===== src/design/constant_accel_track_update_top_macros.svh =====
// Assertion macros for the constant-acceleration track update block.
// Used by the top level; no dependencies.
`ifndef CONSTANT_ACCEL_TRACK_UPDATE_TOP_MACROS_SVH
`define CONSTANT_ACCEL_TRACK_UPDATE_TOP_MACROS_SVH
// implication checked on every clock edge outside reset
`define CATU_ASSERT_IMP(lbl, ante, cons, msg) \
  lbl: assert property (@(posedge clk_i) disable iff (!rst_ni) (ante) |-> (cons)) \
    else $error(msg);
// next-cycle implication
`define CATU_ASSERT_NXT(lbl, ante, cons, msg) \
  lbl: assert property (@(posedge clk_i) disable iff (!rst_ni) (ante) |=> (cons)) \
    else $error(msg);
`endif


===== src/design/catu_pkg.sv =====
// Package for the track update block: widths, stage depth, register indexes, status codes and beat types.
// No dependencies.
package catu_pkg;
  localparam int unsigned NumAxes = 3;
  localparam int unsigned SqrtBits = 35;  // root bits 34..0
  localparam int unsigned DivBits = 21;   // quotient bits 20..0
  // pipeline depth: 3 front + 35 root + 1 product + 21 divide + 1 final
  localparam int unsigned PipeDepth = 3 + SqrtBits + 1 + DivBits + 1;

  typedef enum logic [1:0] {
    RegStartX = 2'd0,
    RegStartY = 2'd1,
    RegStartZ = 2'd2
  } cfg_reg_e;

  typedef enum logic [1:0] {
    StOk = 2'd0,
    StCosUndef = 2'd1,
    StSat = 2'd2
  } status_e;

  typedef struct packed {
    logic signed [23:0] vel_x;
    logic signed [23:0] vel_y;
    logic signed [23:0] vel_z;
    logic signed [19:0] acc_x;
    logic signed [19:0] acc_y;
    logic signed [19:0] acc_z;
    logic [23:0] time_step;
  } in_beat_t;

  typedef struct packed {
    logic signed [31:0] pos_x;
    logic signed [31:0] pos_y;
    logic signed [31:0] pos_z;
    logic [23:0] speed;
    logic [31:0] travelled;
    logic [31:0] range_from_origin;
    logic signed [15:0] angle_cosine;
    logic [1:0] status;
  } out_beat_t;

  typedef struct packed {
    logic [1:0] index;
    logic [31:0] data;
  } cfg_beat_t;

  // one axis as produced by a lane
  typedef struct packed {
    logic signed [31:0] pos;
    logic signed [32:0] delta;  // saturated pos minus start
    logic signed [28:0] vn;     // updated velocity, full width
    logic sat;
  } lane_res_t;

  // common squaring-root step record
  typedef struct packed {
    logic [69:0] rad;
    logic [34:0] root;
  } sqrt_st_t;
endpackage


===== src/design/catu_lane.sv =====
// One axis of the kinematic update: products, rounding and saturation.
// Depends on catu_pkg. Two register stages.
module catu_lane
  import catu_pkg::*;
(
  input  logic clk_i,
  input  logic en_i,
  input  logic signed [31:0] p0_i,
  input  logic signed [23:0] vel_i,
  input  logic signed [19:0] acc_i,
  input  logic [23:0] dt_i,
  input  logic [30:0] h_i,
  output lane_res_t res_o
);
  logic signed [48:0] vdt_q;
  logic signed [51:0] ah_q;
  logic signed [44:0] adt_q;
  logic signed [31:0] p0_q;
  logic signed [23:0] vel_q;
  logic signed [35:0] sum;
  logic signed [32:0] vdt_r;
  logic signed [35:0] ah_r;
  logic signed [28:0] adt_r;
  logic signed [31:0] pos;
  logic sat;

  // stage 1: the three products
  always_ff @(posedge clk_i) begin
    if (en_i) begin
      vdt_q <= vel_i * $signed({1'b0, dt_i});
      ah_q <= acc_i * $signed({1'b0, h_i});
      adt_q <= acc_i * $signed({1'b0, dt_i});
      p0_q <= p0_i;
      vel_q <= vel_i;
    end
  end

  // round to Q.8, ties upward, then saturate
  always_comb begin
    vdt_r = 33'((vdt_q + 49'sd32768) >>> 16);
    ah_r = 36'((ah_q + 52'sd32768) >>> 16);
    adt_r = 29'((adt_q + 45'sd32768) >>> 16);
    sum = 36'(p0_q) + 36'(vdt_r) + ah_r;
    sat = (sum > 36'sd2147483647) || (sum < -36'sd2147483648);
    if (sum > 36'sd2147483647) begin
      pos = 32'sh7fffffff;
    end else if (sum < -36'sd2147483648) begin
      pos = 32'sh80000000;
    end else begin
      pos = sum[31:0];
    end
  end

  // stage 2
  always_ff @(posedge clk_i) begin
    if (en_i) begin
      res_o.pos <= pos;
      res_o.delta <= 33'(pos) - 33'(p0_q);
      res_o.vn <= 29'(vel_q) + adt_r;
      res_o.sat <= sat;
    end
  end
endmodule


===== config.mk =====
export PLATFORM = sky130hd
export DESIGN_NAME = catu_lane
export DESIGN_NICKNAME = d
export VERILOG_FILES = /design/src/design/constant_accel_track_update_top_macros.svh /design/src/design/catu_pkg.sv /design/src/design/catu_lane.sv
export SDC_FILE = /design/constraint.sdc
export NUM_CORES = 2
export LEC_CHECK = 0
export BUFFER_PORTS_ARGS = -buffer_cell sky130_fd_sc_hd__buf_2
export CAP_MARGIN = 40
export CORE_MARGIN = 5
export CORE_UTILIZATION = 37
export CTS_BUF_LIST = sky130_fd_sc_hd__clkbuf_16
export CTS_CLUSTER_DIAMETER = 40
export DETAILED_ROUTE_END_ITERATION = 16
export PLACE_DENSITY = 0.5
export SLEW_MARGIN = 20
export SYNTH_ARGS = -nofsm -noshare
export SYNTH_HDL_FRONTEND = slang
export SYNTH_SLANG_ARGS = --single-unit

===== constraint.sdc =====
create_clock -name clk_i -period 25.3 [get_ports clk_i]
set_input_delay 3.795 -clock clk_i [delete_from_list [all_inputs] [get_ports clk_i]]
set_output_delay 3.795 -clock clk_i [all_outputs]
set_load 0.05 [all_outputs]

==> results_dict.tcl <==
set metrics [dict create \
    status "completed" \
    dp.cells 9487 \
    r2r_end "res_o[59]" \
    max_slew.worst_pin.slew_ns 0.837 \
    vias 47954 \
    slew_violations 0 \
    gr-usage-met2 0.347 \
    max_freq_ghz 0.0876 \
    worst-setup-path-type "input pin to flip-flop" \
    cts.clk_slew.worst_paths_ns 0.06 \
    syn_nets 9421 \
    initial_core_util 0.373 \
    postRouteAntennaNets 0 \
    cts_hold_buf 0 \
    hold_viol_final 0 \
    path_max_fanout 29 \
    synth_cell_types 67 \
    syn_inst 7193 \
    hpwl_um 152000 \
    root_buffer "clkbuf_16" \
    grt_pass1_vias 52335 \
    reg2reg_depth 37 \
    place.gp.congestion 0.842 \
    worst_ep_arrival_time_ns 11.81 \
    synth_warnings 0 \
    critPathLaunchType "input pin" \
    synth_largest_area_cell "fa_1" \
    crit_top_cell "fa_1" \
    synth-seq-cells 252 \
    top_usage_layer "met2" \
    grt_max_degree 78 \
    drt_iter0_drc 2529 \
    clock_sinks 252 \
    vias_per_cell 5.00 \
    maxCapViolCount 0 \
    cts_tree "done" \
    yosysTopAreaCellShare 0.423 \
    postSynthAreaPerCell_um2 9.40 \
    cts.repair.resized 0 \
    drive_gt1_frac 0.0559 \
    crit_buf_inv 7 \
    grt_pass1_wl_um 309000 \
    end_kind "flip-flop" \
    hold_end "res_o[2]" \
    die_area_um2 191000 \
    fp.dieH_um 437 \
    antenna_found_initial 10 \
    async_reset_ff_frac 0 \
    use_met1 0.292 \
    setup_viol 0 \
    cts_max_path_buffers 3 \
    cts_made_buffers 51 \
    yosys_most_used_dff "edfxtp_1" \
    hold_class "flip-flop to flip-flop" \
    drc 0 \
    cts_setup_buffers 0 \
    insertion_delay_ns 0.65 \
    reg2reg_from "ah_q[17]" \
    setup_tns_ns 0 \
    coreArea_um2 181000 \
    fin_crit_sh 0.451 \
    wl_per_cell_um 20.3 \
    worst-r2r-setup-slack_ns 15.93 \
    ctsHtreeMaxLevel 2 \
    firstDrtPassIters 7 \
    layout_min_cycle_time_ns 11.41 \
    synth_area_leaders "fa_1 (42%), ha_1 (12%), edfxtp_1 (11%)" \
    worst_path_dominant_cell_family "adder cells" \
    syn2layout_area_growth_pct 7.64 \
    die_x_um 437 \
    port_buffers 227 \
    overflow 0 \
    stdcell_count 9589 \
    fin_nets 9400 \
    track_usage 0.208 \
    synth-edff-count 252 \
    slowest_stage "buf_2" \
    num-fill-cells 18157 \
    routed_wl_um 195000 \
    cp.depth 28 \
    skew_ns 0.0441 \
    ys_seq_area_frac 0.112 \
    met3_usage 0.0264 \
    min_path_cells 1 \
    required_ns 25.70 \
    fp-row-count 156 \
    hold_start "vel_q[1]" \
    grt_setup_unrepaired "no" \
    ios 228 \
    critical-path-max-stage-delay_ns 0.51 \
    maxSlewHeadroom 0.442 \
    syn_area_um2 67600 \
]
flip-flops by register name (all words and copies together), names as in the netlist:
name / cells
vel_q: 24
res_o: 95
ah_q: 37
adt_q: 30
vdt_q: 34
p0_q: 32
cell families after synthesis:
kind of cell | count (synthesis) | synth area share
buffers and inverters | 1908 | 0.106
and+or+nand+nor | 2153 | 0.151
adders and majority gates | 2095 | 0.546
xor gates and xnor gates | 280 | 0.0363
AOI/OAI and AO/OA | 505 | 0.0486
DFF | 252 | 0.112
routing by layer:
layer / wire (um) / vias to the layer above
met5: 57 / -
met4: 3750 / 8
met3: 9670 / 175
met2: 92500 / 1124
met1: 89100 / 25077
li1: - / 21570
final cells by class:
class	instances	area (um2)	area share
inverters	1543	5790	0.0796
multi-input cells	5033	52900	0.727
clock buffers	51	1280	0.0175
diodes	5	12.5	0.000172
repair buffers	291	1700	0.0234
well taps	2370	2970	0.0407
clock inverters	44	568	0.00781
flip-flops and latches	252	7570	0.104
metrics by stage:
stage,area (um2),util,setup slack (ns),hold WS (ns)
2_1_floorplan,67600,-,14.22,0.526
4_1_cts,72700,0.401,13.92,0.665
6_report,72800,0.401,13.89,0.668
3_5_place_dp,70900,0.391,13.27,0.637
3_3_place_gp,70800,0.390,13.31,0.648
5_1_grt,72800,0.401,13.45,0.689
placed cells by master (no fill, tap or decap), types with 31 or more instances in the layout:
master / count
inv_1: 1543
fa_1: 1429
nand2_1: 1156
ha_1: 666
and2_1: 554
edfxtp_1: 252
buf_2: 226
xnor2_1: 171
a21oi_1: 155
nor2_1: 127
xor2_1: 109
o21ai_0: 99
nand2b_1: 92
a21o_1: 86
buf_4: 59
nand3_1: 56
clkbuf_16: 51
and3_1: 40
nand4_1: 36
o21a_1: 31
Yosys cell counts (all sizes together) (4+ instances only):
cell type,count
inv,1542
fa,1429
nand2,1156
ha,666
and2,556
clkbuf,362
edfxtp,252
xnor2,171
a21oi,157
nor2,127
xor2,109
o21ai,100
nand2b,92
a21o,86
nand3,56
and3,40
nand4,36
o21a,31
nor3,29
o21bai,27
nor2b,26
a31oi,13
and4,11
o211ai,10
o31ai,10
a211oi,9
nor4,7
a21boi,6
or3,6
a221o,5
a41oi,5
o2111ai,5
o22ai,5
or2,5
a41o,4
o31a,4
worst max-delay path by stage:
stage              start   endpoint  slack (ns)
2_1_floorplan   acc_i[2]   ah_q[46]       14.22
3_5_place_dp   acc_i[10]   ah_q[46]       13.27
5_1_grt        acc_i[10]   ah_q[46]       13.45
4_1_cts         dt_i[11]  adt_q[44]       13.92
3_3_place_gp    dt_i[11]  adt_q[44]       13.31
6_report       acc_i[10]   ah_q[46]       13.89
Power is left out: the tool's default activity adds up to more than one toggle a clock period on the data nets, which glitch-free logic cannot reach.
